===== src/sv/i2a_pkg.sv =====
package i2a_pkg;

  // Word size and derived digit counts
  localparam int WORD_BITS  = 32;
  localparam int DEC_DIGITS = (WORD_BITS * 30103) / 100000 + 1;
  localparam int HEX_DIGITS = (WORD_BITS + 3) / 4;
  localparam int NDIG       = DEC_DIGITS;
  localparam int DIG_W      = NDIG * 4;
  localparam int HEX_W      = HEX_DIGITS * 4;
  localparam int CNT_W      = $clog2(WORD_BITS + 1);
  localparam int REM_W      = $clog2(NDIG + 1);

  // Port field widths
  localparam int VALUE_W = 32;
  localparam int OP_W    = 2;
  localparam int CHAR_W  = 7;

  // Conversion modes; the unused code behaves as unsigned decimal
  localparam logic [OP_W-1:0] OP_SIGNED   = 2'd0;
  localparam logic [OP_W-1:0] OP_UNSIGNED = 2'd1;
  localparam logic [OP_W-1:0] OP_HEX      = 2'd2;

  // ASCII codes
  localparam logic [CHAR_W-1:0] CHAR_MINUS = 7'h2d;
  localparam logic [CHAR_W-1:0] CHAR_ZERO  = 7'h30;
  localparam logic [CHAR_W-1:0] CHAR_A     = 7'h61;

  typedef enum logic [2:0] {
    ST_IDLE,
    ST_CONV,
    ST_SKIP,
    ST_SIGN,
    ST_DIGIT
  } state_t;

  // Controller to datapath
  typedef struct packed {
    logic load;
    logic conv_step;
    logic dig_shift;
    logic show_sign;
  } cmd_t;

  // Datapath to controller
  typedef struct packed {
    logic cnt_zero;
    logic top_zero;
    logic rem_one;
    logic negative;
  } status_t;

endpackage


===== src/sv/i2a_datapath.sv =====
module i2a_datapath (
  input  logic                                  clk,
  input  logic [i2a_pkg::VALUE_W-1:0]           in_value,
  input  logic [i2a_pkg::OP_W-1:0]              in_op,
  input  i2a_pkg::cmd_t                         cmd,
  output i2a_pkg::status_t                      status,
  output logic [i2a_pkg::CHAR_W-1:0]            character,
  output logic                                  last
);

  logic [i2a_pkg::WORD_BITS-1:0] bin_r, bin_nxt;
  logic [i2a_pkg::DIG_W-1:0]     dig_r, dig_nxt;
  logic [i2a_pkg::CNT_W-1:0]     cnt_r, cnt_nxt;
  logic [i2a_pkg::REM_W-1:0]     rem_r, rem_nxt;
  logic                          neg_r, neg_nxt;

  logic [i2a_pkg::WORD_BITS-1:0] word;
  logic [i2a_pkg::WORD_BITS-1:0] mag;
  logic [i2a_pkg::HEX_W-1:0]     hexw;
  logic                          neg_in;
  logic [i2a_pkg::DIG_W-1:0]     adj;
  logic [3:0]                    top;

  // Sign handling at load
  assign word   = i2a_pkg::WORD_BITS'(in_value);
  assign neg_in = (in_op == i2a_pkg::OP_SIGNED) && word[i2a_pkg::WORD_BITS-1];
  assign mag    = neg_in ? (~word + 1'b1) : word;
  assign hexw   = i2a_pkg::HEX_W'(mag);

  // Add-3 correction on every BCD digit before the shift
  always_comb begin
    for (int i = 0; i < i2a_pkg::NDIG; i++) begin
      if (dig_r[i*4 +: 4] >= 4'd5) begin
        adj[i*4 +: 4] = dig_r[i*4 +: 4] + 4'd3;
      end else begin
        adj[i*4 +: 4] = dig_r[i*4 +: 4];
      end
    end
  end

  // Next-state of the datapath registers
  always_comb begin
    bin_nxt = bin_r;
    dig_nxt = dig_r;
    cnt_nxt = cnt_r;
    rem_nxt = rem_r;
    neg_nxt = neg_r;
    if (cmd.load) begin
      neg_nxt = neg_in;
      bin_nxt = mag;
      if (in_op == i2a_pkg::OP_HEX) begin
        // hex digits are the nibbles, top-aligned
        dig_nxt = i2a_pkg::DIG_W'(hexw) << (i2a_pkg::DIG_W - i2a_pkg::HEX_W);
        cnt_nxt = '0;
        rem_nxt = i2a_pkg::REM_W'(i2a_pkg::HEX_DIGITS);
      end else begin
        dig_nxt = '0;
        cnt_nxt = i2a_pkg::CNT_W'(i2a_pkg::WORD_BITS);
        rem_nxt = i2a_pkg::REM_W'(i2a_pkg::DEC_DIGITS);
      end
    end else if (cmd.conv_step) begin
      dig_nxt = {adj[i2a_pkg::DIG_W-2:0], bin_r[i2a_pkg::WORD_BITS-1]};
      bin_nxt = bin_r << 1;
      cnt_nxt = cnt_r - 1'b1;
    end else if (cmd.dig_shift) begin
      dig_nxt = dig_r << 4;
      rem_nxt = rem_r - 1'b1;
    end
  end

  always_ff @(posedge clk) begin
    bin_r <= bin_nxt;
    dig_r <= dig_nxt;
    cnt_r <= cnt_nxt;
    rem_r <= rem_nxt;
    neg_r <= neg_nxt;
  end

  // Status back to the controller
  assign top             = dig_r[i2a_pkg::DIG_W-1 -: 4];
  assign status.cnt_zero = (cnt_r == '0);
  assign status.top_zero = (top == 4'd0);
  assign status.rem_one  = (rem_r == i2a_pkg::REM_W'(1));
  assign status.negative = neg_r;

  // Character for the top digit, or the minus sign
  always_comb begin
    if (cmd.show_sign) begin
      character = i2a_pkg::CHAR_MINUS;
    end else if (top < 4'd10) begin
      character = i2a_pkg::CHAR_ZERO + i2a_pkg::CHAR_W'(top);
    end else begin
      character = i2a_pkg::CHAR_A + i2a_pkg::CHAR_W'(top) - 7'd10;
    end
  end

  assign last = !cmd.show_sign && status.rem_one;

endmodule


===== src/sv/i2a_ctrl.sv =====
module i2a_ctrl (
  input  logic             clk,
  input  logic             rst_n,
  input  logic             in_tvalid,
  output logic             in_tready,
  output logic             out_tvalid,
  input  logic             out_tready,
  input  i2a_pkg::status_t status,
  output i2a_pkg::cmd_t    cmd
);

  i2a_pkg::state_t state_r, state_nxt;

  always_ff @(posedge clk) begin
    if (!rst_n) begin
      state_r <= i2a_pkg::ST_IDLE;
    end else begin
      state_r <= state_nxt;
    end
  end

  // Next state
  always_comb begin
    state_nxt = state_r;
    case (state_r)
      i2a_pkg::ST_IDLE: begin
        if (in_tvalid) state_nxt = i2a_pkg::ST_CONV;
      end
      i2a_pkg::ST_CONV: begin
        if (status.cnt_zero) state_nxt = i2a_pkg::ST_SKIP;
      end
      i2a_pkg::ST_SKIP: begin
        if (!status.top_zero || status.rem_one) begin
          state_nxt = status.negative ? i2a_pkg::ST_SIGN : i2a_pkg::ST_DIGIT;
        end
      end
      i2a_pkg::ST_SIGN: begin
        if (out_tready) state_nxt = i2a_pkg::ST_DIGIT;
      end
      i2a_pkg::ST_DIGIT: begin
        if (out_tready && status.rem_one) state_nxt = i2a_pkg::ST_IDLE;
      end
      default: state_nxt = i2a_pkg::ST_IDLE;
    endcase
  end

  // Outputs and datapath commands
  always_comb begin
    in_tready     = 1'b0;
    out_tvalid    = 1'b0;
    cmd           = '0;
    case (state_r)
      i2a_pkg::ST_IDLE: begin
        in_tready = 1'b1;
        cmd.load  = in_tvalid;
      end
      i2a_pkg::ST_CONV: begin
        cmd.conv_step = !status.cnt_zero;
      end
      i2a_pkg::ST_SKIP: begin
        // drop leading zero digits, keep at least one
        cmd.dig_shift = status.top_zero && !status.rem_one;
      end
      i2a_pkg::ST_SIGN: begin
        out_tvalid    = 1'b1;
        cmd.show_sign = 1'b1;
      end
      i2a_pkg::ST_DIGIT: begin
        out_tvalid    = 1'b1;
        cmd.dig_shift = out_tready && !status.rem_one;
      end
      default: begin
        in_tready = 1'b0;
      end
    endcase
  end

endmodule


===== src/sv/integer_to_ascii.sv =====
// Sequence: accept, then conversion (hex: a count check only; decimal: 32 shift-add-3 steps,
// one per input bit, and a final count check), then leading-zero removal, then
// one character per cycle while out_tready is high.
// Throughput: one word at a time; a new word is not taken until the last character
// of the previous word is sent, set by the serial BCD shifter and character output.
// Reset: synchronous active-low rst_n returns the controller to idle.
module integer_to_ascii (
  input  logic                        clk,
  input  logic                        rst_n,
  input  logic                        in_tvalid,
  output logic                        in_tready,
  input  logic [31:0]                 in_tdata,   // [31:0] value
  input  logic [1:0]                  in_tuser,   // [1:0] operation
  output logic                        out_tvalid,
  input  logic                        out_tready,
  output logic [7:0]                  out_tdata,  // [6:0] character, [7] zero
  output logic                        out_tlast
);

  i2a_pkg::cmd_t                 cmd;
  i2a_pkg::status_t              status;
  logic [i2a_pkg::CHAR_W-1:0]    character;

  i2a_ctrl u_ctrl (
    .clk        (clk),
    .rst_n      (rst_n),
    .in_tvalid  (in_tvalid),
    .in_tready  (in_tready),
    .out_tvalid (out_tvalid),
    .out_tready (out_tready),
    .status     (status),
    .cmd        (cmd)
  );

  i2a_datapath u_dp (
    .clk       (clk),
    .in_value  (in_tdata),
    .in_op     (in_tuser),
    .cmd       (cmd),
    .status    (status),
    .character (character),
    .last      (out_tlast)
  );

  assign out_tdata = {1'b0, character};

endmodule


===== config.mk =====
export PLATFORM = sky130hd
export DESIGN_NAME = integer_to_ascii
export DESIGN_NICKNAME = d
export VERILOG_FILES = /design/src/sv/i2a_pkg.sv /design/src/sv/i2a_datapath.sv /design/src/sv/i2a_ctrl.sv /design/src/sv/integer_to_ascii.sv
export SDC_FILE = /design/constraint.sdc
export NUM_CORES = 1
export LEC_CHECK = 0
export BUFFER_PORTS_ARGS = -buffer_cell sky130_fd_sc_hd__buf_2
export CAP_MARGIN = 15
export CELL_PAD_IN_SITES_DETAIL_PLACEMENT = 1
export CELL_PAD_IN_SITES_GLOBAL_PLACEMENT = 1
export CORE_MARGIN = 2
export CORE_UTILIZATION = 35
export CTS_CLUSTER_SIZE = 10
export DETAILED_ROUTE_END_ITERATION = 10
export PLACE_DENSITY_LB_ADDON = 0.25
export SLEW_MARGIN = 20
export SYNTH_ARGS = -nofsm -noshare
export SYNTH_HDL_FRONTEND = slang
export SYNTH_HIERARCHICAL = 1
export SYNTH_SLANG_ARGS = --single-unit

===== constraint.sdc =====
create_clock -name clk -period 2.9 [get_ports clk]
set_input_delay 0.58 -clock clk [delete_from_list [all_inputs] [get_ports clk]]
set_output_delay 0.58 -clock clk [all_outputs]
set_load 0.01 [all_outputs]

==> results.json, run 1 <==
{
  "crit_buf_inv": 2,
  "die_h_um": 135.1,
  "grt_max_degree": 94,
  "power_density_nw_per_um2": 1120,
  "dp.cells": 904,
  "drtAntennaViolNets": 0,
  "drive_gt1_frac": 0.1414,
  "cts.sinks": 86,
  "portBuffers": 46,
  "wl_per_cell_um": 18.01,
  "setup_violations": 0,
  "async_reset_ff_frac": 0,
  "path_cells": "buf_2 -> inv_1 -> ha_1 -> or3b_1 -> or4_1 -> nor3_1 -> mux2_2 -> o221ai_1",
  "period_share": 0.8581,
  "whs_ns": 0.5369,
  "drt-total-wl_um": 16570,
  "ioPinCount": 49,
  "synthTopCellsByArea": "edfxtp_1 (41%), a21oi_1 (5.4%), ha_1 (5.2%)",
  "synth_warnings": 6,
  "cts-root-buf": "clkbuf_16",
  "critPathArrivalTime_ns": 2.66,
  "fin_nets": 758,
  "clk_pin_slew_ns": 0.06,
  "syn2layout_area_growth_pct": 12.54,
  "tritoncts": "built",
  "ir_drop_mv": 0.6667,
  "clock_path_buffers": 2,
  "grt-ovfl-total": 0,
  "max_freq_mhz": 401.9,
  "start_util": 0.3602,
  "rsz0062_at_grt": "false",
  "synth-edff-count": 83,
  "drv_cap": 0,
  "cp_max_fo": 5,
  "first_global_vias": 5223,
  "hp-class": "input pin to flop",
  "synth_flop_cell": "edfxtp_1",
  "clock_latency_ns": 0.35,
  "p_total_uw": 7581,
  "synthesis.nets": 725,
  "antenna_found_initial": 0,
  "ctsHoldBuffers": 0,
  "cts_buffers": 9,
  "hold_viol_final": 0,
  "grt_pass1_wl_um": 27360,
  "cp_slowest_cell": "or4_1",
  "ys_ff_latch": 86,
  "status": "completed",
  "syn_area_per_cell_um2": 9.087,
  "p_leak_uw": 0.002498,
  "die-area_um2": 18250,
  "grt_usage": 0.1890,
  "die_w_um": 135.1,
  "cp_top_family": "simple AND/OR/NAND/NOR gates",
  "core_um2": 16700,
  "drtPass1Iterations": 4,
  "finalSetupTns_ns": 0,
  "synth_area_leader_cell": "edfxtp_1",
  "vias_per_cell": 5.426,
  "drt_iter0_drc": 280,
  "syn_inst": 662,
  "synth_top_area_frac": 0.4143,
  "drc": 0,
  "synth_area_um2": 6016,
  "drv_slew": 0,
  "cts-resized-gates": 0,
  "num_rows": 47,
  "hpwl_um": 11990,
  "yosysUniqueCellTypes": 57,
  "finalCriticalPeriod_ns": 2.488,
  "yosysSeqAreaShare": 0.4243,
  "critPathKind": "input pin to flop",
  "slowest_delay_ns": 0.59,
  "slew_headroom": 0.6333,
  "fin_skew_ns": 0.006503,
  "worstPathRequired_ns": 3.07,
  "htree_levels": 3,
  "num_antenna_cells": 0,
  "worstSetupStartpointType": "input pin",
  "vias": 4992,
  "gp_congestion": 0.8133,
  "worst_pin_slew_ns": 0.5501,
  "post_cts_buffers": 0,
  "final_cells": 920,
  "nFillCells": 1979,
  "cp-end-kind": "flop"
}
-- synth_stat cells (8+ instances only) --
| library cell | count |
|---|---|
| a211oi_1 | 10 |
| a21oi_1 | 65 |
| a22oi_1 | 10 |
| a31oi_1 | 13 |
| buf_1 | 9 |
| clkbuf_1 | 24 |
| edfxtp_1 | 83 |
| ha_1 | 25 |
| inv_1 | 44 |
| mux2i_1 | 9 |
| nand2_1 | 50 |
| nand2b_1 | 11 |
| nand3_1 | 18 |
| nor2_1 | 70 |
| nor2b_1 | 8 |
| nor3_1 | 18 |
| nor3b_1 | 13 |
| nor4_1 | 8 |
| o21ai_0 | 38 |
| or3_1 | 8 |
| xnor2_1 | 34 |
| xor2_1 | 11 |
-- worst register-to-register path, stage by stage, from the launching register on --
cell,delay [ns]
edfxtp_1,0.48
inv_1,0.15
ha_1,0.26
inv_1,0.08
nor3_1,0.36
a22oi_1,0.17
nor3_1,0.21
or3_1,0.18
buf_12,0.25
-- layout by cell type (no fill, tap or decap), types with 8 or more instances in the layout --
master / count
a211oi_1: 10
a21oi_1: 65
a22oi_1: 10
a31oi_1: 13
buf_2: 46
buf_4: 15
clkbuf_16: 9
edfxtp_1: 83
ha_1: 25
inv_1: 44
mux2i_1: 9
nand2_1: 50
nand2b_1: 11
nand3_1: 18
nor2_1: 70
nor3_1: 18
nor3b_1: 13
o21ai_0: 38
or3_1: 8
xnor2_1: 34
xor2_1: 11
-- state kept, by name, indices dropped and copies added, names as in the netlist --
signal          flops
u_dp/neg_r          1
u_ctrl/state_r      3
u_dp/bin_r         32
u_dp/cnt_r          6
u_dp/rem_r          4
u_dp/dig_r         40
-- through the flow --
stage / setup slack, ns / util / area, um2
2_1_floorplan: 0.07143 / - / 6016
3_3_place_gp: 0.1196 / 0.3892 / 6500
5_1_grt: 0.2452 / 0.4054 / 6770
3_5_place_dp: 0.06494 / 0.3892 / 6500
4_1_cts: 0.4085 / 0.4054 / 6770
6_report: 0.4116 / 0.4054 / 6770
-- routing by layer --
layer  part of all wire  vias up  global-route usage  wire length, um
li1                   -     2442                   -                -
met5                  0        -                   0                0
met4              0.015        0             0.06134              249
met3              0.022       15             0.02327              359
met1               0.49     2476              0.2613             8101
met2               0.47       59              0.3088             7859
-- area by class of cell --
| class | count | area [um2] | area share |
|---|---|---|---|
| well taps | 220 | 275.3 | 0.04066 |
| repair buffers | 63 | 382.9 | 0.05655 |
| inverters | 44 | 165.2 | 0.02439 |
| flip-flops and latches | 86 | 2552 | 0.3770 |
| multi-input cells | 491 | 3124 | 0.4615 |
| clock inverters | 3 | 20.02 | 0.002957 |
| clock buffers | 13 | 250.2 | 0.03696 |
-- path summary, 6_finish.rpt --
check / cells after the start / from / slack [ns] / to
worst min register to register: 1 / u_dp/bin_r[16]$_DFFE_PP_ / 0.56 / u_dp/bin_r[17]$_DFFE_PP_
worst max-delay path: 8 / in_tdata[1] / 0.41 / u_dp/bin_r[26]$_DFFE_PP_
worst min-delay path: 3 / rst_n / 0.54 / u_ctrl/state_r[2]$_SDFFE_PN0P_
worst max register to register: 8 / u_dp/dig_r[37]$_DFFE_PP_ / 0.42 / u_dp/dig_r[16]$_DFFE_PP_
-- where the power goes --
group          leakage (uW)  internal [uW]  total [uW]  switching [uW]
clock              0.000126            604        1090             489
sequential         0.000841           2410        2950             533
combinational       0.00153           1390        3540            2150
-- kinds of logic (layout without fill, tap and decap cells) --
kind of cell / after synthesis / count (layout) / synth area share
DFF: 86 / 86 / 0.4243
muxes: 13 / 13 / 0.02246
and+or+nand+nor: 227 / 227 / 0.1891
AOI/OAI and AO/OA: 179 / 179 / 0.1872
adders and majority gates: 25 / 25 / 0.05200
buffers and inverters: 85 / 123 / 0.05824
xor gates and xnor gates: 45 / 45 / 0.06552
other: 2 / 2 / 0.001248
No activity file was read; power rests on OpenSTA's default activity.
==> run 2: changes to the inputs <==
--- a/config.mk
+++ b/config.mk
@@ -5,6 +5,7 @@
 export SDC_FILE = /design/constraint.sdc
 export NUM_CORES = 1
 export LEC_CHECK = 0
+export ABC_AREA = 1
 export BUFFER_PORTS_ARGS = -buffer_cell sky130_fd_sc_hd__buf_2
 export CAP_MARGIN = 15
 export CELL_PAD_IN_SITES_DETAIL_PLACEMENT = 1
==> constraint.sdc (replaced) <==
create_clock -name clk -period 2.72 [get_ports clk]
set_input_delay 0.544 -clock clk [delete_from_list [all_inputs] [get_ports clk]]
set_output_delay 0.544 -clock clk [all_outputs]
set_load 0.01 [all_outputs]
==> run 2 against run 1 <==
Global-route usage is 0.63 points higher. Sequential share of layout area is 1.1 points lower. Non-clock buffer count is 7 lower. Synthesized cell count is 24% higher. Die area is 2.4% higher. Total power is 5.6% higher. Combinational power is 2% higher. Critical path depth is 4 higher.
==> results.json, run 2 <==
{
  "status": "completed",
  "hpwl_um": 13320,
  "clock_path_buffers": 2,
  "drc": 0,
  "drv_cap": 0,
  "slew_headroom": 0.5378,
  "internal_power_uw": 4621,
  "cp-end-kind": "flop",
  "syn2layout_area_growth_pct": 13.23,
  "whs_ns": 0.4489,
  "syn_area_per_cell_um2": 7.494,
  "die_w_um": 136.7,
  "cts.sinks": 86,
  "largestRegisters": "u_dp/dig_r: 40 flops, u_dp/bin_r: 32 flops, u_dp/cnt_r: 6 flops",
  "critPathKind": "flop to flop",
  "slowest_delay_ns": 0.47,
  "mostFrequentLayoutCells": "nand2_1 (205), inv_1 (104), edfxtp_1 (83), nand3_1 (72), nor2_1 (71)",
  "syn_inst": 823,
  "final_common_cell": "nand2_1",
  "ir_drop_mv": 0.4657,
  "num_rows": 48,
  "grt-ovfl-total": 0,
  "drive_gt1_frac": 0.1346,
  "setup_violations": 0,
  "fin_nets": 927,
  "place_area_um2": 6661,
  "critPathArrivalTime_ns": 2.34,
  "crit_top_cell": "inv_1",
  "yosys-top-cells-count": "nand2_1 (205), inv_1 (105), edfxtp_1 (83)",
  "drt_iter0_drc": 340,
  "portBuffers": 46,
  "drv_slew": 0,
  "post_cts_buffers": 0,
  "hp-class": "input pin to flop",
  "rrSetupSlack_ns": 0.37,
  "worst_pin_slew_ns": 0.6925,
  "synth-edff-count": 83,
  "finalSetupTns_ns": 0,
  "hold_viol_final": 0,
  "vias_per_cell": 5.098,
  "r2r_cells": 12,
  "max_freq_mhz": 425.8,
  "yosysSeqAreaShare": 0.4139,
  "worstSetupStartpointType": "flop",
  "rsz0062_at_grt": "false",
  "start_util": 0.3578,
  "core_um2": 17240,
  "cts_buffers": 9,
  "vias": 5577,
  "min_to": "u_ctrl/state_r[0]$_SDFFE_PN0P_",
  "tritoncts": "built",
  "p_clk_frac": 0.169,
  "swShare": 0.4230,
  "switchingPower_uw": 3387,
  "synth_top_area_frac": 0.4041,
  "cts-root-buf": "clkbuf_16",
  "synth_area_um2": 6167,
  "reg2reg_to": "u_dp/rem_r[3]$_SDFFCE_PP1P_",
  "drtAntennaViolNets": 0,
  "synth_flop_cell": "edfxtp_1",
  "fin_skew_ns": 0.007736,
  "num_antenna_cells": 0,
  "drtPass1Iterations": 5,
  "synth_area_leader_cell": "edfxtp_1",
  "cp_slowest_cell": "o21ai_0",
  "grt_pass1_wl_um": 28670,
  "ys_ff_latch": 86,
  "async_reset_ff_frac": 0,
  "cp_max_fo": 5,
  "power_density_nw_per_um2": 1147,
  "synth_warnings": 6,
  "worstHoldStart": "rst_n",
  "clk_pin_slew_ns": 0.07,
  "yosys.cell_count.top_type": "nand2_1",
  "die_h_um": 136.7,
  "synthesis.nets": 886,
  "ioPinCount": 49,
  "path_cells": "inv_1 -> ha_1 -> inv_1 -> nor2_1 -> inv_1 -> nor2_1 -> nand2_1 -> nand2_1 -> nand2_1 -> a31oi_1 -> inv_1 -> o21ai_0",
  "largest-register": "u_dp/dig_r",
  "pwr-share-seq": 0.381,
  "wl_per_cell_um": 15.83,
  "largest_reg_flops": 40,
  "p_leak_uw": 0.003144,
  "final_area_um2": 6983,
  "clock_latency_ns": 0.35,
  "cts-resized-gates": 0,
  "yosysUniqueCellTypes": 41,
  "holdPathStages": 3,
  "die-area_um2": 18700,
  "period_share": 0.8634,
  "reg2reg_from": "u_dp/dig_r[36]$_DFFE_PP_",
  "worstPathRequired_ns": 2.71,
  "first_global_vias": 5505,
  "synthTopCellsByArea": "edfxtp_1 (40%), nand2_1 (12%), inv_1 (6.4%)",
  "grt_usage": 0.1953,
  "finalCriticalPeriod_ns": 2.348,
  "antenna_found_initial": 0,
  "grt_max_degree": 52,
  "ctsHoldBuffers": 0,
  "gp_congestion": 0.8187,
  "combPwrFrac": 0.449,
  "htree_levels": 3,
  "drt-total-wl_um": 17320
}
## run 2: changes by cell type after synthesis, moves of 15 or more
cell      before  now
inv_1         44  105
nand2_1       50  205
nand3_1       18   72
nand4_1        1   16
o21ai_0       38   66
a21oi_1       65   41
clkbuf_1      24    8
xnor2_1       34    1
## run 2: power by group through the flow
stage               logic (uW)  registers [uW]  clock network (uW)
detailed placement        3630            3080                   0
CTS                       3660            3060                1390
global route              4150            3160                1430
finish                    3600            3050                1360
floorplan                 2600            2910                   0
global placement          3540            3050                   0
## run 2: layer usage
metal	global-route usage	vias to the layer above	share of wire
met2	0.2933	79	0.44
met4	0.04919	0	0.0072
met1	0.2983	2660	0.52
li1	-	2833	-
met3	0.02000	5	0.030
met5	0	-	0
## run 2: worst max-delay path by stage
stage / startpoint / to / slack (ns) / cells past startpoint
CTS: u_dp/dig_r[36]$_DFFE_PP_ / u_dp/rem_r[3]$_SDFFCE_PP1P_ / 0.33 / 12
floorplan: u_dp/cnt_r[0]$_SDFFCE_PP0P_ / u_dp/dig_r[0]$_SDFFCE_PP0P_ / 0.0007 / 10
detailed placement: u_dp/dig_r[36]$_DFFE_PP_ / u_dp/rem_r[1]$_DFFE_PP_ / 0.35 / 12
global placement: u_dp/dig_r[36]$_DFFE_PP_ / u_dp/rem_r[1]$_DFFE_PP_ / 0.46 / 12
global route: u_dp/cnt_r[0]$_SDFFCE_PP0P_ / u_dp/dig_r[23]$_DFFE_PP_ / 0.10 / 12
finish: u_dp/dig_r[36]$_DFFE_PP_ / u_dp/rem_r[3]$_SDFFCE_PP1P_ / 0.37 / 12
## run 2: layout make-up
class	instances	area, um2
multi-input cells	592	3035
clock buffers	9	225.2
repair buffers	56	342.8
well taps	225	281.5
inverters	119	449.2
fillers	2133	10250
clock inverters	7	96.34
flip-flops and latches	86	2552
## run 2: cells by family (layout without fill, tap and decap cells)
logic type / Yosys count / count (layout) / synth area share
AND/OR/NAND/NOR: 401 / 401 / 0.2828
AO/OA/AOI/OAI: 157 / 157 / 0.1463
buffers and inverters: 145 / 191 / 0.09515
flip-flops: 86 / 86 / 0.4139
adder cells (fa/ha/maj): 25 / 25 / 0.05072
XOR/XNOR: 7 / 7 / 0.009941
other: 2 / 2 / 0.001218
## run 2: critical path, delay by kind of cell (launching register included)
kind | cells | cell delay [ns]
adders and majority gates | 1 | 0.21
DFF | 1 | 0.46
and+or+nand+nor | 5 | 0.39
AOI/OAI and AO/OA | 2 | 0.61
buffers and inverters | 4 | 0.32
## run 2: through the flow
step	util	worst slack, ns	cells	total power (uW)
floorplan	-	0.0007472	823	5509
global placement	0.3865	0.4599	1078	6600
detailed placement	0.3865	0.3543	1078	6715
CTS	0.4051	0.3258	1094	8114
global route	0.4051	0.1013	1094	8744
finish	0.4051	0.3717	1094	8008
==> run 3: changes to the inputs <==
--- a/config.mk
+++ b/config.mk
@@ -14,7 +14,7 @@
 export CORE_UTILIZATION = 35
 export CTS_CLUSTER_SIZE = 10
 export DETAILED_ROUTE_END_ITERATION = 10
-export PLACE_DENSITY_LB_ADDON = 0.25
+export PLACE_DENSITY_LB_ADDON = 0.1
 export SLEW_MARGIN = 20
 export SYNTH_ARGS = -nofsm -noshare
 export SYNTH_HDL_FRONTEND = slang
==> run 3 against run 2 <==
Clock power down 15%. Wire length up 7.1%. Largest power group unchanged. Largest cell class unchanged. Sequential share of layout area up 0.25 points. Critical path type is now flop to primary output. Critical path depth down 5. Highest routed layer unchanged.
==> results.json, run 3 (synthesis results as in run 2) <==
{
  "status": "completed",
  "vias_per_cell": 5.243,
  "clock_latency_ns": 0.35,
  "drt_iter0_drc": 261,
  "syn2layout_area_growth_pct": 12.46,
  "finalCriticalPeriod_ns": 2.340,
  "htree_levels": 3,
  "power_density_nw_per_um2": 1142,
  "worstPathRequired_ns": 2.18,
  "num_rows": 48,
  "reg2reg_to": "u_dp/dig_r[16]$_DFFE_PP_",
  "hold_viol_final": 0,
  "finalSetupTns_ns": 0,
  "vias": 5741,
  "hpwl_um": 14240,
  "worst_pin_slew_ns": 0.7149,
  "max_freq_mhz": 427.3,
  "ioPinCount": 49,
  "holdPathStages": 3,
  "grt_usage": 0.2048,
  "fin_skew_ns": 0.009088,
  "cts-root-buf": "clkbuf_16",
  "drv_slew": 0,
  "largest_reg_flops": 40,
  "nFillCells": 2141,
  "cp_max_fo": 5,
  "antenna_found_initial": 0,
  "reg2reg_from": "u_dp/cnt_r[0]$_SDFFCE_PP0P_",
  "gp_congestion": 0.8544,
  "p_leak_uw": 0.003116,
  "ir_drop_mv": 0.6535,
  "ctsHoldBuffers": 0,
  "num_antenna_cells": 0,
  "core_um2": 17240,
  "first_global_vias": 5957,
  "fin_nets": 928,
  "r2r_cells": 13,
  "grt-ovfl-total": 0,
  "drv_cap": 0,
  "worstSetupStartpointType": "flop",
  "hp-class": "input pin to flop",
  "mostFrequentLayoutCells": "nand2_1 (205), inv_1 (104), edfxtp_1 (83), nand3_1 (72), nor2_1 (71)",
  "die_w_um": 136.7,
  "final_common_cell": "nand2_1",
  "cts_buffers": 9,
  "die_h_um": 136.7,
  "grt_max_degree": 42,
  "whs_ns": 0.4534,
  "drive_gt1_frac": 0.1333,
  "largestRegisters": "u_dp/dig_r: 40 flops, u_dp/bin_r: 32 flops, u_dp/cnt_r: 6 flops",
  "rsz0062_at_grt": "false",
  "critPathKind": "flop to primary output",
  "clk_pin_slew_ns": 0.07,
  "multi_input_area_um2": 3035,
  "period_share": 0.8605,
  "worstHoldStart": "rst_n",
  "start_util": 0.3578,
  "tritoncts": "built",
  "min_to": "u_ctrl/state_r[1]$_SDFFE_PN0P_",
  "setup_violations": 0,
  "regArea_um2": 2552,
  "die-area_um2": 18700,
  "drc": 0,
  "drtAntennaViolNets": 0,
  "cp-end-kind": "primary output",
  "cts.sinks": 86,
  "portBuffers": 46,
  "grt_pass1_wl_um": 29890,
  "drt-total-wl_um": 18550,
  "critPathArrivalTime_ns": 1.80,
  "fin_util": 0.4024,
  "slew_headroom": 0.5229,
  "wl_per_cell_um": 16.94,
  "drtPass1Iterations": 4,
  "clock_path_buffers": 2,
  "largest-register": "u_dp/dig_r",
  "rrSetupSlack_ns": 0.39
}
## run 3: cell count changes in the layout (fill, tap and decap cells not counted)
cell	previous run	this run
bufinv_16	2	0
clkinv_1	0	2
clkinvlp_4	0	2
inv_6	2	0
buf_4	7	8
o21ai_0	66	65
o21ai_1	11	12
## run 3: layer usage
layer,vias up,global-route usage,part of all wire
li1,2842,-,-
met1,2793,0.2757,0.48
met2,92,0.3417,0.47
met3,14,0.02667,0.033
met4,0,0.06424,0.014
met5,-,0,0
## run 3: what timing repair did
action,in CTS,in global routing
setup endpoints to repair,0,4
resized for setup,0,1
buffers inserted,0,0
## run 3: how the worst max path moves through the flow
stage / slack [ns] / to / cells after the start / start
after floorplan: 0.0007 / u_dp/dig_r[0]$_SDFFCE_PP0P_ / 10 / u_dp/cnt_r[0]$_SDFFCE_PP0P_
after global placement: 0.31 / u_dp/rem_r[3]$_SDFFCE_PP1P_ / 12 / u_dp/dig_r[36]$_DFFE_PP_
after detailed placement: 0.31 / u_dp/rem_r[3]$_SDFFCE_PP1P_ / 12 / u_dp/dig_r[36]$_DFFE_PP_
after CTS: 0.27 / u_dp/rem_r[3]$_SDFFCE_PP1P_ / 12 / u_dp/dig_r[36]$_DFFE_PP_
after global routing: 0.08 / u_dp/dig_r[16]$_DFFE_PP_ / 13 / u_dp/cnt_r[0]$_SDFFCE_PP0P_
final: 0.38 / out_tdata[2] / 7 / u_dp/dig_r[36]$_DFFE_PP_
## run 3: through the flow
| step | instances | total power (uW) | setup WS (ns) | area (um2) |
|---|---|---|---|---|
| final | 1095 | 7921 | 0.3795 | 6935 |
| after global routing | 1095 | 8584 | 0.08318 | 6935 |
| after CTS | 1095 | 7980 | 0.2747 | 6935 |
| after detailed placement | 1079 | 6797 | 0.3071 | 6669 |
| after global placement | 1079 | 6591 | 0.3108 | 6669 |
| after floorplan | 823 | 5509 | 0.0007472 | 6168 |
## run 3: critical path, stage by stage, from the launching register on
cell and delay, ns:
edfxtp_1 0.45, inv_1 0.11, ha_1 0.19, inv_1 0.07, nor2_1 0.14, nor2_1 0.08, o21ai_0 0.24, buf_2 0.18
## run 3: area by class of cell
| cell class | count | area share |
|---|---|---|
| multi-input combinational | 592 | 0.4377 |
| sequential | 86 | 0.3680 |
| inverter | 119 | 0.06477 |
| timing repair buffer | 57 | 0.05051 |
| tap | 225 | 0.04059 |
| clock buffer | 9 | 0.03247 |
| clock inverter | 7 | 0.005953 |
## run 3: power breakdown
| group | switching (uW) | internal [uW] | total, uW | leakage, uW |
|---|---|---|---|---|
| clock | 537 | 611 | 1150 | 0.000126 |
| sequential | 483 | 2580 | 3060 | 0.000842 |
| combinational | 2470 | 1250 | 3710 | 0.00215 |
| total | 3490 | 4430 | 7920 | 0.00312 |
